## config.mk

```make
export PLATFORM = sky130hd
export DESIGN_NAME = rgb_to_hsv_8bit_unit
export DESIGN_NICKNAME = d
export VERILOG_FILES = /design/src/rtl/core/rgbhsv_pkg.sv /design/src/rtl/core/rgb_to_hsv_8bit_unit.sv /design/src/rtl/core/rgbhsv_prep.sv /design/src/rtl/core/rgbhsv_div.sv
export SDC_FILE = /design/constraint.sdc
export NUM_CORES = 1
export LEC_CHECK = 0
export BUFFER_PORTS_ARGS = -buffer_cell sky130_fd_sc_hd__buf_2
export CAP_MARGIN = 0
export CORE_ASPECT_RATIO = 1.5
export CORE_MARGIN = 3
export CORE_UTILIZATION = 40
export DETAILED_ROUTE_END_ITERATION = 7
export GPL_TIMING_DRIVEN = 1
export PLACE_DENSITY = 0.54
export SETUP_SLACK_MARGIN = 0.5
export SLEW_MARGIN = 20
export SYNTH_ARGS = -nofsm -noshare
export SYNTH_HDL_FRONTEND = slang
export SYNTH_SLANG_ARGS = --single-unit
```

## constraint.sdc

```tcl
create_clock -name clk_i -period 4.4 [get_ports clk_i]
set_input_delay 0.88 -clock clk_i [delete_from_list [all_inputs] [get_ports clk_i]]
set_output_delay 0.88 -clock clk_i [all_outputs]
set_load 0.02 [all_outputs]
```

## src/rtl/core/rgbhsv_pkg.sv

```systemverilog
package rgbhsv_pkg;

  localparam int CHAN_W = 8;
  // quotient bits per divider; both quotients fit in one channel width
  localparam int QUO_W  = CHAN_W;
  // dividend width of the dividers
  localparam int NUM_W  = CHAN_W + QUO_W;

  localparam int HUE_STEP     = 43;
  localparam int GREEN_OFFSET = 85;
  localparam int BLUE_OFFSET  = 171;
  localparam int FULL_SCALE   = 255;

  typedef struct packed {
    logic [CHAN_W-1:0] red;
    logic [CHAN_W-1:0] green;
    logic [CHAN_W-1:0] blue;
  } pixel_t;

  typedef struct packed {
    logic [CHAN_W-1:0] hue;
    logic [CHAN_W-1:0] saturation;
    logic [CHAN_W-1:0] brightness;
  } hsv_t;

  typedef enum logic [1:0] {
    SECTOR_RED,
    SECTOR_GREEN,
    SECTOR_BLUE
  } sector_e;

  // data that rides alongside the dividers
  typedef struct packed {
    sector_e           sector;
    logic              neg;
    logic [CHAN_W-1:0] brightness;
  } side_t;

  // front end to dividers
  typedef struct packed {
    logic              valid;
    side_t             side;
    logic [CHAN_W-1:0] span;
    logic [NUM_W-1:0]  sat_num;
    logic [NUM_W-1:0]  hue_num;
  } prep_t;

  function automatic logic [CHAN_W-1:0] hue_offset(sector_e sector);
    logic [CHAN_W-1:0] offset;
    case (sector)
      SECTOR_RED:   offset = '0;
      SECTOR_GREEN: offset = CHAN_W'(GREEN_OFFSET);
      SECTOR_BLUE:  offset = CHAN_W'(BLUE_OFFSET);
      default:      offset = '0;
    endcase
    return offset;
  endfunction

endpackage

```

## src/rtl/core/rgb_to_hsv_8bit_unit.sv

```systemverilog
// Channel   Dir  Handshake                Beat
// --------  ---  -----------------------  -----------------------------------
// pixel     in   start_i high, busy_o low pixel_i: red, green, blue
// result    out  done_o strobe, 1 cycle   result_o: hue, saturation, brightness
//
// Fully pipelined: one beat may enter every cycle and busy_o is always low.
// Pipeline: 2 front-end stages (extrema, then the constant
// multiplies), 8 stages of the two restoring dividers running side by side
// (one quotient bit per stage), 1 output register.
// Reset clears the valid bits only; data registers are left as they are.
// The receiver cannot stall, so nothing is held back: each result shows on
// done_o for exactly one cycle.
module rgb_to_hsv_8bit_unit (
  input  logic               clk_i,
  input  logic               rst_ni,
  input  logic               start_i,
  input  rgbhsv_pkg::pixel_t pixel_i,
  output logic               busy_o,
  output logic               done_o,
  output rgbhsv_pkg::hsv_t   result_o
);
  import rgbhsv_pkg::*;

  prep_t             prep;
  logic [QUO_W-1:0]  sat_quo;
  logic [QUO_W-1:0]  hue_quo;

  // sideband line, aligned with the divider stages
  logic [QUO_W-1:0]  sb_valid_q;
  side_t             sb_side_q [QUO_W];

  side_t             last_side;
  logic [CHAN_W-1:0] hue_signed;
  hsv_t              res_d;
  hsv_t              res_q;
  logic              done_q;

  rgbhsv_prep u_prep (
    .clk_i   (clk_i),
    .rst_ni  (rst_ni),
    .valid_i (start_i),
    .pixel_i (pixel_i),
    .prep_o  (prep)
  );

  // saturation = 255 * span / max
  rgbhsv_div #(
    .DenW (CHAN_W),
    .QuoW (QUO_W)
  ) u_div_sat (
    .clk_i (clk_i),
    .num_i (prep.sat_num),
    .den_i (prep.side.brightness),
    .quo_o (sat_quo)
  );

  // hue magnitude = 43 * |diff| / span, at most 43
  rgbhsv_div #(
    .DenW (CHAN_W),
    .QuoW (QUO_W)
  ) u_div_hue (
    .clk_i (clk_i),
    .num_i (prep.hue_num),
    .den_i (prep.span),
    .quo_o (hue_quo)
  );

  always_ff @(posedge clk_i or negedge rst_ni) begin
    if (!rst_ni) begin
      sb_valid_q <= '0;
      done_q     <= 1'b0;
    end else begin
      sb_valid_q <= {sb_valid_q[QUO_W-2:0], prep.valid};
      done_q     <= sb_valid_q[QUO_W-1];
    end
  end

  always_ff @(posedge clk_i) begin
    sb_side_q[0] <= prep.side;
    for (int i = 1; i < QUO_W; i++) begin
      sb_side_q[i] <= sb_side_q[i-1];
    end
    res_q <= res_d;
  end

  assign last_side = sb_side_q[QUO_W-1];

  always_comb begin
    // truncation toward zero: negate the magnitude quotient
    hue_signed = last_side.neg ? CHAN_W'(-hue_quo) : CHAN_W'(hue_quo);

    res_d.brightness = last_side.brightness;
    res_d.saturation = CHAN_W'(sat_quo);
    res_d.hue        = hue_offset(last_side.sector) + hue_signed;

    // black pixel: divider by zero, force hue and saturation to 0
    if (last_side.brightness == '0) begin
      res_d.saturation = '0;
      res_d.hue        = '0;
    end else if (sat_quo == '0) begin
      // grey pixel
      res_d.hue = '0;
    end
  end

  assign busy_o   = 1'b0;
  assign done_o   = done_q;
  assign result_o = res_q;

  // grey or black pixels carry no hue
  a_grey_no_hue : assert property (
    @(posedge clk_i) disable iff (!rst_ni)
    done_o && (result_o.saturation == '0) |-> (result_o.hue == '0)
  ) else $error("hue set on a pixel without saturation");

  // black pixels carry no saturation
  a_black_no_sat : assert property (
    @(posedge clk_i) disable iff (!rst_ni)
    done_o && (result_o.brightness == '0) |-> (result_o.saturation == '0)
  ) else $error("saturation set on a black pixel");

  // a strobe comes only from a beat that left the sideband line
  a_done_from_line : assert property (
    @(posedge clk_i) disable iff (!rst_ni)
    done_o |-> $past(sb_valid_q[QUO_W-1])
  ) else $error("result strobe without a beat in flight");

endmodule

```

## src/rtl/core/rgbhsv_prep.sv

```systemverilog
module rgbhsv_prep (
  input  logic               clk_i,
  input  logic               rst_ni,
  input  logic               valid_i,
  input  rgbhsv_pkg::pixel_t pixel_i,
  output rgbhsv_pkg::prep_t  prep_o
);
  import rgbhsv_pkg::*;

  // stage A: extrema, sector, signed channel difference
  logic [CHAN_W-1:0] hi_d;
  logic [CHAN_W-1:0] lo_d;
  sector_e           sector_d;
  logic [CHAN_W:0]   diff_d;
  logic [CHAN_W-1:0] mag_d;

  logic              a_valid_q;
  side_t             a_side_q;
  logic [CHAN_W-1:0] a_span_q;
  logic [CHAN_W-1:0] a_mag_q;

  // stage B: scaled dividends
  logic              b_valid_q;
  side_t             b_side_q;
  logic [CHAN_W-1:0] b_span_q;
  logic [NUM_W-1:0]  b_sat_num_q;
  logic [NUM_W-1:0]  b_hue_num_q;

  always_comb begin
    // red wins ties, then green
    if (pixel_i.red >= pixel_i.green && pixel_i.red >= pixel_i.blue) begin
      sector_d = SECTOR_RED;
      hi_d     = pixel_i.red;
      diff_d   = {1'b0, pixel_i.green} - {1'b0, pixel_i.blue};
    end else if (pixel_i.green >= pixel_i.blue) begin
      sector_d = SECTOR_GREEN;
      hi_d     = pixel_i.green;
      diff_d   = {1'b0, pixel_i.blue} - {1'b0, pixel_i.red};
    end else begin
      sector_d = SECTOR_BLUE;
      hi_d     = pixel_i.blue;
      diff_d   = {1'b0, pixel_i.red} - {1'b0, pixel_i.green};
    end

    lo_d = pixel_i.red;
    if (pixel_i.green < lo_d) begin
      lo_d = pixel_i.green;
    end
    if (pixel_i.blue < lo_d) begin
      lo_d = pixel_i.blue;
    end

    mag_d = diff_d[CHAN_W] ? CHAN_W'(-diff_d) : diff_d[CHAN_W-1:0];
  end

  always_ff @(posedge clk_i or negedge rst_ni) begin
    if (!rst_ni) begin
      a_valid_q <= 1'b0;
      b_valid_q <= 1'b0;
    end else begin
      a_valid_q <= valid_i;
      b_valid_q <= a_valid_q;
    end
  end

  always_ff @(posedge clk_i) begin
    a_side_q.sector     <= sector_d;
    a_side_q.neg        <= diff_d[CHAN_W];
    a_side_q.brightness <= hi_d;
    a_span_q            <= hi_d - lo_d;
    a_mag_q             <= mag_d;

    b_side_q    <= a_side_q;
    b_span_q    <= a_span_q;
    b_sat_num_q <= NUM_W'(FULL_SCALE) * NUM_W'(a_span_q);
    b_hue_num_q <= NUM_W'(HUE_STEP) * NUM_W'(a_mag_q);
  end

  assign prep_o.valid   = b_valid_q;
  assign prep_o.side    = b_side_q;
  assign prep_o.span    = b_span_q;
  assign prep_o.sat_num = b_sat_num_q;
  assign prep_o.hue_num = b_hue_num_q;

endmodule

```

## src/rtl/core/rgbhsv_div.sv

```systemverilog
// Restoring divider, one quotient bit per register stage.
// Needs num_i < den_i * 2**QuoW; otherwise the quotient is meaningless.
module rgbhsv_div #(
  parameter int DenW = rgbhsv_pkg::CHAN_W,
  parameter int QuoW = rgbhsv_pkg::QUO_W
) (
  input  logic                 clk_i,
  input  logic [DenW+QuoW-1:0] num_i,
  input  logic [DenW-1:0]      den_i,
  output logic [QuoW-1:0]      quo_o
);
  localparam int NumW = DenW + QuoW;

  logic [NumW-1:0] rem_q [QuoW-1];
  logic [DenW-1:0] den_q [QuoW-1];
  logic [QuoW-1:0] quo_q [QuoW];

  for (genvar s = 0; s < QuoW; s++) begin : g_stage
    localparam int Bit = QuoW - 1 - s;

    logic [NumW-1:0] rem_in;
    logic [DenW-1:0] den_in;
    logic [QuoW-1:0] quo_in;
    logic [NumW-1:0] den_sh;
    logic            ge;

    if (s == 0) begin : g_first
      assign rem_in = num_i;
      assign den_in = den_i;
      assign quo_in = '0;
    end else begin : g_next
      assign rem_in = rem_q[s-1];
      assign den_in = den_q[s-1];
      assign quo_in = quo_q[s-1];
    end

    assign den_sh = NumW'(den_in) << Bit;
    assign ge     = rem_in >= den_sh;

    always_ff @(posedge clk_i) begin
      quo_q[s] <= quo_in | (ge ? (QuoW'(1) << Bit) : '0);
    end

    if (s < QuoW - 1) begin : g_carry
      always_ff @(posedge clk_i) begin
        rem_q[s] <= ge ? rem_in - den_sh : rem_in;
        den_q[s] <= den_in;
      end
    end
  end

  assign quo_o = quo_q[QuoW-1];

endmodule

```

* Word-level counts from Yosys, hierarchy flattened *
Memory sizes are Yosys's and may differ from the RTL's.
Cells that the tools add are included.

word-level totals
  bits in registers = 111
  bits in writable memories = 552
  input port bits = 27
  output and inout port bits = 26
  logic and storage cells = 129
  memories kept = 7

operators by class
  add/sub/neg operators = 21
  multipliers = 2
  $lt $le $gt $ge = 21
  equality and inequality tests = 2
  multiplexer cells = 40
  bitwise gates (word level) = 14
  reduce and logical (&&, ||, !) cells = 4

memory list
  memory           depth  bits a word  rd ports  clocked after Yosys merged registers in  wr ports  line                        RTL
  u_div_hue.rem_q  7      16           7         0                                        7         rgbhsv_div.sv:14            logic [NumW-1:0] rem_q [QuoW-1];
  u_div_sat.rem_q  7      16           7         0                                        7         rgbhsv_div.sv:14
  sb_side_q        8      11           8         0                                        8         rgb_to_hsv_8bit_unit.sv:30  side_t sb_side_q [QUO_W];
  u_div_hue.quo_q  8      8            8         0                                        8         rgbhsv_div.sv:16            logic [QuoW-1:0] quo_q [QuoW];
  u_div_sat.quo_q  8      8            8         0                                        8         rgbhsv_div.sv:16
  u_div_hue.den_q  7      8            7         0                                        7         rgbhsv_div.sv:15            logic [DenW-1:0] den_q [QuoW-1];
  +1 memories      n/a    n/a          n/a       n/a                                      n/a       n/a

operator list
  cell                  number
  $mux 16               14
  $or 8x8->8            10
  $mux 8                8
  $ge 16x10->1          2
  $ge 16x11->1          2
  $ge 16x12->1          2
  $ge 16x13->1          2
  $ge 16x14->1          2
  $ge 16x8->1           2
  $ge 16x9->1           2
  $sub 16x10->16        2
  $sub 16x11->16        2
  $sub 16x12->16        2
  $sub 16x13->16        2
  $sub 16x14->16        2
  $sub 16x9->16         2
  $sub 8x8->9           3
  $ge 8x8->1            3
  $mux 9                2
  $ge 16x15->1          1
  $logic_not 8->1       2
  $lt 8x8->1            2
  $mul 8x8->16 const A  1
  $neg 8->8             2
  20 further kinds      30

* Depth between registers and ports, before layout *
Gate-level depths: netlist of the first run.

  word-level depth = 5
  mapped depth = 25
  mapped depth without buffers = 24

* Cells and area by module *
Synthesis of the first run repeated with hierarchy kept, for this count alone.

unflattened totals
  cell total of the unflattened synthesis = 2501
  area, all modules = 25608.3 um2

by module, submodules not included
  module                   times used  cells each  area each (um2)  sequential area each (um2)
  rgbhsv_div at u_div_sat  1           809         8244.2           4083.9
  rgbhsv_div at u_div_hue  1           831         8189.1           4083.9
  rgbhsv_prep              1           651         6089.6           1551.5
  rgb_to_hsv_8bit_unit     1           210         3085.5           2467.4

* Least setup slack after synthesis of the first run *
OpenSTA, ideal clock, no wires.

  kind = input to register
  from = input port pixel_i[12] in the netlist's numbering
  to = register u_prep.a_span_q[7]
  setup time = 0.121 ns
  arrival = 5.139 ns
  required time = 4.279 ns
  setup slack = -0.859 ns
  stages on the path = 25
  buffers on the path = 2
  cells stage by stage = inv_1 > ha_1 > or3_1 > o21ai_2 > a21oi_2 > a41o_1 > buf_6 > mux2i_1 > ha_1 > a21o_1 > a21o_1 > a21oi_1 > o31ai_4 > buf_4 > o21ai_0 > ha_1 > nor2b_1 > o21ai_0 > a21boi_0 > o21ai_0 > nand2b_1 > a21o_1 > a21oi_1 > xnor2_1 > xnor2_1

on the way
  word-level cells in the longest chain between the ends = 5
  elaborated cells between the ends (all ways) = 10
  classes of those cells = add/sub (1); order compare (4); mux (4); reduce/logical (1)

RTL lines
  element               line                        RTL
  from (decl)           rgb_to_hsv_8bit_unit.sv:17  input rgbhsv_pkg::pixel_t pixel_i,
  $lt 8x8->1            rgbhsv_prep.sv:46           if (pixel_i.green < lo_d) begin
  $mux 8                rgbhsv_prep.sv:46
  $lt 8x8->1            rgbhsv_prep.sv:49           if (pixel_i.blue < lo_d) begin
  $mux 8                rgbhsv_prep.sv:49
  $sub 8x8->8 (*)       rgbhsv_prep.sv:70           a_span_q <= hi_d - lo_d;
  to (signal assigned)  rgbhsv_prep.sv:70
  to (decl)             rgbhsv_prep.sv:19           logic [CHAN_W-1:0] a_span_q;

Mark *: on every way between the ends. The rest lies on a longest branch, timed or not.
A chain may end at the register's enable or synchronous reset.

* Worst setup path after layout of the first run *
  from = input port pixel_i[9] in the netlist's numbering
  to = register u_prep.a_span_q[7]

The elaborated chain is that of the path after synthesis.

==> results of run 1 <==
## synthesized netlist by cell type (all sizes together), types with 4 or more instances
cell type  count
fa            52
inv          307
a21oi        140
o211ai        12
nor2b         49
o21ai        120
clkbuf        12
or4            7
o21a          11
o21bai        12
o31ai         10
dfrtp         11
or3           10
a31oi          9
nor3          19
a21boi        20
nor2         168
nand2b        40
nand4         28
nand3         21
a211oi         7
nand4b         6
or2            6
mux2i         28
dfxtp        532
nor4          26
and3           6
and2          13
xnor2        101
a21o          58
ha           246
nand3b         4
nand2        118
buf           15
mux2          23
xor2          69
o2111ai        4
## flip-flops by register name (all words and copies together), names as in the netlist, 8 cells and up
name                flops
u_prep.a_side_q        11
u_prep.b_hue_num_q     14
result_o               24
u_prep.b_sat_num_q     15
sb_side_q              88
u_prep.b_span_q         8
u_div_hue.den_q        56
u_div_hue.quo_q        36
sb_valid_q              8
u_prep.a_mag_q          8
u_prep.a_span_q         8
u_div_hue.rem_q       112
u_div_sat.rem_q       105
u_prep.prep_o          11
u_div_sat.quo_q        36
## area by class of cell
class                           count  area (um^2)  share of cell area (%)
Tap cell                          770          963                    3.44
Clock buffer                       60         1400                    5.00
Sequential cell                   543        10900                    39.0
Timing Repair Buffer              182         1360                    4.86
Multi-Input combinational cell   1477        11800                    42.3
Inverter                          307         1170                    4.17
Clock inverter                     30          333                    1.19
## worst min path at each step
stage	endpoint	slack, ns	depth (start not counted)
floorplan	sb_side_q[0][10]$_DFF_P_	0.31	0
global placement	u_div_hue.quo_q[1][28]$_DFF_P_	0.31	0
detailed placement	sb_side_q[0][32]$_DFF_P_	0.31	0
CTS	done_o$_DFF_PN0_	0.16	1
global route	u_prep.b_valid_q$_DFF_PN0_	0.18	1
finish	done_o$_DFF_PN0_	0.18	1
## worst max-delay path: stages
cell	delay, ns
buf_12	0.09
inv_12	0.03
ha_4	0.26
nor2b_4	0.13
o211ai_1	0.14
a21oi_2	0.21
a41o_1	0.22
buf_6	0.17
mux2i_1	0.27
ha_1	0.28
a21o_1	0.16
a21o_1	0.16
a21oi_2	0.17
o31ai_4	0.13
nand2_2	0.11
o21ai_4	0.06
ha_1	0.29
nor2b_1	0.13
o21ai_2	0.15
a21boi_2	0.08
o21ai_1	0.13
nand2b_1	0.09
a21o_1	0.17
a21oi_2	0.13
xnor2_1	0.15
xnor2_1	0.09
## layout by cell type (no fill, tap or decap), types with 28 or more instances in the layout
| cell type | instances |
|---|---|
| nor2_1 | 166 |
| o21ai_0 | 109 |
| buf_4 | 104 |
| xor2_1 | 68 |
| inv_1 | 298 |
| nand2b_1 | 40 |
| buf_6 | 28 |
| nor2b_1 | 47 |
| a21oi_1 | 129 |
| xnor2_1 | 100 |
| a21o_1 | 58 |
| buf_2 | 49 |
| ha_1 | 229 |
| fa_1 | 48 |
| dfxtp_1 | 528 |
| nand2_1 | 116 |
| nand4_1 | 28 |
| clkbuf_16 | 51 |
## kinds of logic (layout without fill, tap and decap cells)
family          after synthesis  count (layout)  synth area share (%)
flops                       543             543                  46.2
simple gates                532             532                  11.1
compound gates              425             425                  11.2
buf+inv                     334             579                  5.49
fa+ha+maj                   298             298                  17.4
xor+xnor                    170             170                  6.30
mux                          51              51                  2.28
other cells                   1               1                0.0159
## layer usage
metal,GRT usage [%],vias to the layer above,wire [um]
li1,-,8266,-
met1,13.3,7458,15800
met2,32.1,260,27400
met3,1.83,149,1280
met4,8.79,0,3110
met5,0,-,0
## stage by stage
stage	setup TNS, ns	util [%]
after floorplan	-0.360	-
after global placement	-2.50	43.9
after detailed placement	-3.36	43.9
after CTS	0	47.6
after global routing	-0.647	48.1
final	-0.0577	48.1
## what timing repair did
item | in CTS | in global routing
pin swaps | 44 | 24
hold buffers | 0 | 0
cloned | 0 | 0
setup endpoints to repair | 12 | 14
hold endpoints to repair | 0 | 0
gates resized for setup | 45 | 42
setup buffers | 29 | 5
==> flow_summary.json, run 1 <==
{
  "dp_hpwl_um": 38100,
  "fillerInstances": 5350,
  "hold_ws_ns": 0.184,
  "r2r_cells": 14,
  "rows": 108,
  "seq_area_frac_synth_pct": 46.2,
  "grt_max_degree": 22,
  "cts_tree": "yes",
  "syn_nets": 2679,
  "ant_nets": 0,
  "slew_violations": 0,
  "io-pin-count": 53,
  "yosys.area.top_type": "dfxtp_1",
  "critPathMaxFanout": 7,
  "clockBufferDepth": 3,
  "r2r-end": "u_prep.b_sat_num_q[15]$_DFF_P_",
  "io_buffers": 51,
  "drtPass1Iterations": 5,
  "viasPerCell": 4.79,
  "ys.flop_type": "dfxtp_1",
  "initial_core_util_pct": 40.6,
  "cp-endpoint": "u_prep.a_span_q[7]$_DFF_P_",
  "yosys.area.top_type_share_pct": 45.0,
  "fin_nets": 2886,
  "critPathLaunchType": "primary input",
  "clock.fmax_mhz": 225,
  "yosys_warnings": 0,
  "rrSetupSlack_ns": 0.29,
  "die_y_um": 304,
  "hold_viol": 0,
  "crit_path_end_kind": "flop",
  "grt-ovfl-total": 0,
  "synth_area_mm2": 0.0236,
  "wl_per_cell_um": 14.1,
  "design_area_mm2": 0.0280,
  "fin_skew_ns": 0.0136,
  "cts_buffers": 50,
  "dieWidth_um": 205,
  "synth-edff-count": 0,
  "rr_startpoint": "u_prep.a_span_q[2]$_DFF_P_",
  "slew_headroom_pct": 37.0,
  "fin_ws_ns": -0.0431,
  "grt_pass1_wl_um": 78200,
  "fin_crit_sh_pct": 101,
  "setup_viol": 2,
  "place_congestion": 0.888,
  "netlist-cell-type-count": 71,
  "avgSynthCellArea_um2": 10.0,
  "dpl.cell_count": 3245,
  "crit_required_ns": 4.84,
  "final_cells": 3369,
  "rsz0062_at_grt": "true",
  "placed_cell_area_mm2": 0.0256,
  "crit_start": "pixel_i[9]",
  "antenna_found_initial": 0,
  "grt_usage_pct": 15.3,
  "cts_root_buffer": "clkbuf_16",
  "min_period_ns": 4.44,
  "status": "finished with violations",
  "violations": "setup timing",
  "drt_iter0_drc": 448,
  "ys_async_sr_fraction_pct": 2.03,
  "clock-sinks": 543,
  "clk_pin_slew_ns": 0.06,
  "grt_pass1_vias": 17163,
  "arrival_ns": 4.88,
  "syn_to_final_growth_pct": 18.4,
  "drive_above_1_share_pct": 14.6,
  "clk_latency_ns": 0.56,
  "dp_slack_ns": -0.862,
  "synthTopCellsByArea": "dfxtp_1 45%, ha_1 13%, inv_1 4.9%",
  "drc": 0,
  "routed_wl_um": 47600,
  "worst_slew_pin_slew_ns": 0.931,
  "maxCapViolations": 0,
  "core_mm2": 0.0582,
  "ctsHtreeMaxLevel": 2,
  "die_area_mm2": 0.0621,
  "ys_ff_latch": 543,
  "critPathKind": "primary input to flop",
  "diodes": 0,
  "vias": 16133,
  "hp-class": "primary input to async pin",
  "synth_cells": 2354
}
Power of run 1 is left out: the tool's default activity adds up to more than one toggle a clock period on the data nets, which glitch-free logic cannot reach.
==> inputs of run 2 (changes only) <==
- PLACE_DENSITY: 0.54 -> 0.52
- SETUP_SLACK_MARGIN: 0.5 -> 0.15
- clock period: 4.4 -> 5.1 ns (I/O delays scaled with it)
==> run 2 against run 1 <==
  * The run now ends clean
  * Sequential share of layout area up 1.5 points
  * Cell count decreased by 2.0%
  * Utilization shrank 1.8 points
  * Clock-buffer cell count is 10 higher
  * Via count fell by 1.9%
  * Critical endpoint unchanged
==> flow_summary.json, run 2 (synthesized netlist as in run 1, its figures left out) <==
{
  "status": "finished clean",
  "routed_wl_um": 46900,
  "fin_crit_sh_pct": 91.6,
  "cts_tree": "yes",
  "clockBufferDepth": 3,
  "critPathKind": "primary input to flop",
  "cts_buffers": 51,
  "grt_pass1_vias": 16733,
  "largest-register": "u_div_hue.rem_q",
  "clk_pin_slew_ns": 0.06,
  "r2r-end": "u_prep.b_sat_num_q[15]$_DFF_P_",
  "syn_to_final_growth_pct": 14.1,
  "drive_above_1_share_pct": 9.87,
  "clock.fmax_mhz": 214,
  "crit_path_end_kind": "flop",
  "layout_common_cells": "532 x dfxtp_1, 307 x inv_1, 245 x ha_1",
  "crit_buf_inv": 3,
  "initial_core_util_pct": 40.6,
  "critPathMaxFanout": 7,
  "core_mm2": 0.0582,
  "fin_nets": 2817,
  "diodes": 0,
  "rsz0062_at_grt": "false",
  "dp_slack_ns": -0.362,
  "cts_root_buffer": "clkbuf_16",
  "die_y_um": 304,
  "place_congestion": 0.904,
  "cp-endpoint": "u_prep.a_span_q[7]$_DFF_P_",
  "drt_iter0_drc": 464,
  "arrival_ns": 5.13,
  "hold_ws_ns": 0.301,
  "largest_reg_flops": 112,
  "rr_startpoint": "u_prep.a_span_q[7]$_DFF_P_",
  "crit_required_ns": 5.56,
  "critPathMaxStageDelay_ns": 0.34,
  "ant_nets": 0,
  "hp-class": "primary input to async pin",
  "ctsHtreeMaxLevel": 2,
  "drc": 0,
  "placed_cell_area_mm2": 0.0252,
  "hold_viol": 0,
  "rows": 108,
  "fin_ws_ns": 0.429,
  "slew_violations": 0,
  "antenna_found_initial": 0,
  "rrSetupSlack_ns": 0.47,
  "setup_viol": 0,
  "postLayoutCoreUtil_pct": 46.3,
  "grt_max_degree": 22,
  "dp_hpwl_um": 38300,
  "critPathLaunchType": "primary input",
  "cp.depth": 26,
  "clock-sinks": 543,
  "grt-ovfl-total": 0,
  "maxCapViolations": 0,
  "reg_top3": "u_div_hue.rem_q (112), u_div_sat.rem_q (105), sb_side_q (88)",
  "grt_pass1_wl_um": 77400,
  "min_period_ns": 4.67,
  "drtPass1Iterations": 5,
  "worst_slew_pin_slew_ns": 0.877,
  "io_buffers": 51,
  "design_area_mm2": 0.0270,
  "layout_commonest_cell": "dfxtp_1",
  "crit_start": "pixel_i[9]",
  "die_area_mm2": 0.0621,
  "slew_headroom_pct": 40.7,
  "dieWidth_um": 205,
  "viasPerCell": 4.80,
  "grt_usage_pct": 15.2,
  "slowest_stage": "a41o_4",
  "critPathTopFamily": "compound AO/OA/AOI/OAI gates",
  "fin_skew_ns": 0.0159,
  "io-pin-count": 53,
  "vias": 15834,
  "r2r_cells": 14,
  "wl_per_cell_um": 14.2,
  "clk_latency_ns": 0.57
}
-- run 2: cell types whose count changed in the layout (fill, tap and decap cells not counted), moves of 6 or more --
cell,before,now
ha_4,15,1
clkbuf_1,0,8
a21oi_1,129,135
buf_4,104,61
inv_2,7,0
buf_6,28,0
inv_1,298,307
ha_1,229,245
-- run 2: worst min-delay path by stage --
stage / end / depth (start not counted) / start / slack [ns]
5_1_grt: sb_valid_q[6]$_DFF_PN0_ / 1 / rst_ni / 0.30
3_5_place_dp: sb_side_q[0][19]$_DFF_P_ / 0 / sb_side_q[0][8]$_DFF_P_ / 0.31
2_1_floorplan: sb_side_q[0][10]$_DFF_P_ / 0 / u_prep.prep_o[50]$_DFF_P_ / 0.31
6_report: done_o$_DFF_PN0_ / 1 / rst_ni / 0.30
3_3_place_gp: u_div_hue.quo_q[1][20]$_DFF_P_ / 0 / u_div_hue.quo_q[1][12]$_DFF_P_ / 0.31
4_1_cts: sb_valid_q[6]$_DFF_PN0_ / 1 / rst_ni / 0.27
-- run 2: through the flow --
stage          instances  setup TNS (ns)
2_1_floorplan       2354               0
3_5_place_dp        3208          -0.584
3_3_place_gp        3208          -0.191
5_1_grt             3302               0
4_1_cts             3301               0
6_report            3302               0
-- run 2: worst reg2reg max path: cells and delay by family (launching register included) --
kind            cells  cell delay, ns
compound gates      5            1.17
xor+xnor            1            0.13
fa+ha+maj           5            2.51
buf+inv             2            0.22
flops               1            0.38
simple gates        1            0.11
-- run 2: layout make-up --
type                       count  area, um^2
fill                        5445       31300
multi-input combinational   1477       11500
sequential                   543       10900
clock buffer                  70        1470
tap                          770         963
clock inverter                23         250
inverter                     307        1150
timing repair buffer         112         713
-- run 2: what timing repair did --
action,CTS,global route
setup buffers,0,1
setup endpoints to repair,0,2
gates resized for setup,0,5
hold buffers,0,0
-- run 2: routing by layer --
metal	global-route usage, %	wire length [um]
met1	13.0	15600
met2	32.6	27400
met3	1.84	1240
met4	7.74	2620
met5	0	0
Power of run 2 is left out for the same reason.
==> inputs of run 3 (changes only) <==
- ABC_AREA: not set -> 1
- PLACE_DENSITY: 0.52 -> 0.54
- clock period: 5.1 -> 4.29 ns (I/O delays scaled with it)
==> run 3 against run 2 <==
  * Area after synthesis up 1.8%
  * Worst setup slack worse by 0.16 ns
  * First-iteration DRC count up 24%
  * Via count up 8.6%
  * Sequential share of layout area down 1.8 points
  * Clock skew up 0.0079 ns
  * Critical path depth up 7
  * Clock-buffer cell count down 2
  * Highest routed layer unchanged
  * Cell count up 12%
  * Utilization up 1.3 points
  * Die area up 1.8%
==> flow_summary.json, run 3 <==
{
  "core_mm2": 0.0593,
  "fin_crit_sh_pct": 93.7,
  "cts_root_buffer": "clkbuf_16",
  "ys_ff_latch": 543,
  "synth_cells": 2667,
  "worst_slew_pin_slew_ns": 0.896,
  "hold_buffers": 0,
  "slowest_stage": "ha_1",
  "grt_max_degree": 21,
  "io_buffers": 51,
  "initial_core_util_pct": 40.6,
  "critPathMaxStageDelay_ns": 0.31,
  "ys_async_sr_fraction_pct": 2.03,
  "drtPass1Iterations": 5,
  "fin_ws_ns": 0.270,
  "syn_to_final_growth_pct": 17.2,
  "die_y_um": 307,
  "drc": 0,
  "critPathKind": "primary input to flop",
  "antenna_found_initial": 0,
  "viasPerCell": 4.66,
  "io-pin-count": 53,
  "maxCapViolations": 0,
  "drive_above_1_share_pct": 13.0,
  "synth_most_common_cell": "dfxtp_1",
  "status": "finished clean",
  "layout_common_cells": "532 x dfxtp_1, 433 x inv_1, 373 x nand2_1",
  "grt-ovfl-total": 0,
  "yosys.area.top_type": "dfxtp_1",
  "synthTopCellsByArea": "dfxtp_1 44%, ha_1 13%, inv_1 6.8%",
  "routed_wl_um": 48800,
  "drt_iter0_drc": 576,
  "fin_skew_ns": 0.0238,
  "cts_buffers": 51,
  "seq_area_frac_synth_pct": 45.4,
  "die_area_mm2": 0.0632,
  "reg_top3": "u_div_hue.rem_q (112), u_div_sat.rem_q (105), sb_side_q (88)",
  "diodes": 0,
  "clock-sinks": 543,
  "avgSynthCellArea_um2": 9.03,
  "yosys.area.top_type_share_pct": 44.2,
  "clockBufferDepth": 3,
  "critPathLaunchType": "primary input",
  "min_period_ns": 4.02,
  "netlist-cell-type-count": 65,
  "crit_required_ns": 4.77,
  "dp_slack_ns": -0.441,
  "cts_tree": "yes",
  "ctsHtreeMaxLevel": 2,
  "critPathMaxFanout": 8,
  "dp_hpwl_um": 40300,
  "grt_pass1_vias": 18059,
  "clk_latency_ns": 0.58,
  "hold_viol": 0,
  "arrival_ns": 4.50,
  "syn_nets": 2992,
  "ant_nets": 0,
  "fin_nets": 3192,
  "dieWidth_um": 206,
  "largest_reg_flops": 112,
  "hp-class": "primary input to async pin",
  "grt_pass1_wl_um": 80100,
  "rsz0062_at_grt": "true",
  "slew_violations": 0,
  "slew_headroom_pct": 39.6,
  "yosys_warnings": 0,
  "vias": 17190,
  "synth_area_mm2": 0.0241,
  "postLayoutCoreUtil_pct": 47.6,
  "synth_common_cells": "532 x dfxtp_1, 438 x inv_1, 380 x nand2_1",
  "clk_pin_slew_ns": 0.07,
  "crit_path_end_kind": "flop",
  "setup_viol": 0,
  "synth-edff-count": 0,
  "layout_commonest_cell": "dfxtp_1",
  "rows": 109,
  "largest-register": "u_div_hue.rem_q",
  "place_congestion": 0.969,
  "wl_per_cell_um": 13.2,
  "clock.fmax_mhz": 249,
  "grt_usage_pct": 15.5,
  "ys.flop_type": "dfxtp_1"
}
==> run 3: logic make-up after synthesis <==
logic type | synth area share, %
other | 0.0156
AOI/OAI and AO/OA | 9.90
adders and majority gates | 17.1
xor gates and xnor gates | 5.53
and+or+nand+nor | 14.5
DFF | 45.4
buffers and inverters | 7.60
==> run 3: critical path, delay by kind of cell <==
family	cells	cell delay (ns)
AOI/OAI and AO/OA	7	0.86
adders and majority gates	3	0.90
buffers and inverters	9	0.82
and+or+nand+nor	14	1.03
==> run 3: routing by layer <==
metal,share of wire (%),vias to the layer above,global-route usage [%]
met4,7.9,0,11.2
met5,0,-,0
met1,33,7752,13.0
met3,2.8,180,1.91
met2,56,268,31.9
li1,-,8990,-
==> run 3: area by class of cell <==
type / instances / area [um^2]
Fill cell: 5670 / 31100
Inverter: 445 / 1670
Tap cell: 777 / 972
Timing Repair Buffer: 172 / 1180
Sequential cell: 543 / 10900
Clock buffer: 68 / 1460
Clock inverter: 26 / 412
Multi-Input combinational cell: 1654 / 11600
==> run 3: final timing paths <==
path	from	slack (ns)	cells after the start	endpoint
setup / recovery	pixel_i[12]	0.27	33	u_prep.a_span_q[7]$_DFF_P_
min in group clk_i	u_div_hue.quo_q[1][11]$_DFF_P_	0.32	0	u_div_hue.quo_q[1][19]$_DFF_P_
hold / removal	rst_ni	0.16	1	sb_valid_q[2]$_DFF_PN0_
max in group asynchronous	rst_ni	3.93	1	sb_valid_q[3]$_DFF_PN0_
hold reg to reg	u_div_hue.quo_q[1][11]$_DFF_P_	0.32	0	u_div_hue.quo_q[1][19]$_DFF_P_
setup reg to reg	u_prep.a_span_q[6]$_DFF_P_	0.30	12	u_prep.b_sat_num_q[13]$_DFF_P_
==> run 3: stage by stage <==
stage | setup TNS [ns] | hold WS [ns] | cell area [um^2] | std cells
2_1_floorplan | -0.263 | 0.310 | 24300 | 2667
3_3_place_gp | -0.636 | 0.310 | 26200 | 3587
3_5_place_dp | -0.805 | 0.312 | 26200 | 3587
4_1_cts | 0 | 0.125 | 28100 | 3681
5_1_grt | 0 | 0.144 | 28200 | 3685
6_report | 0 | 0.155 | 28200 | 3685
==> run 3: repair_timing <==
item                       in CTS  in global routing
gates cloned                    0                  0
gates resized for setup         2                 24
setup buffers                   0                  4
setup endpoints to repair       2                  5
pin swaps                       0                 11
Power of run 3 is left out for the same reason.
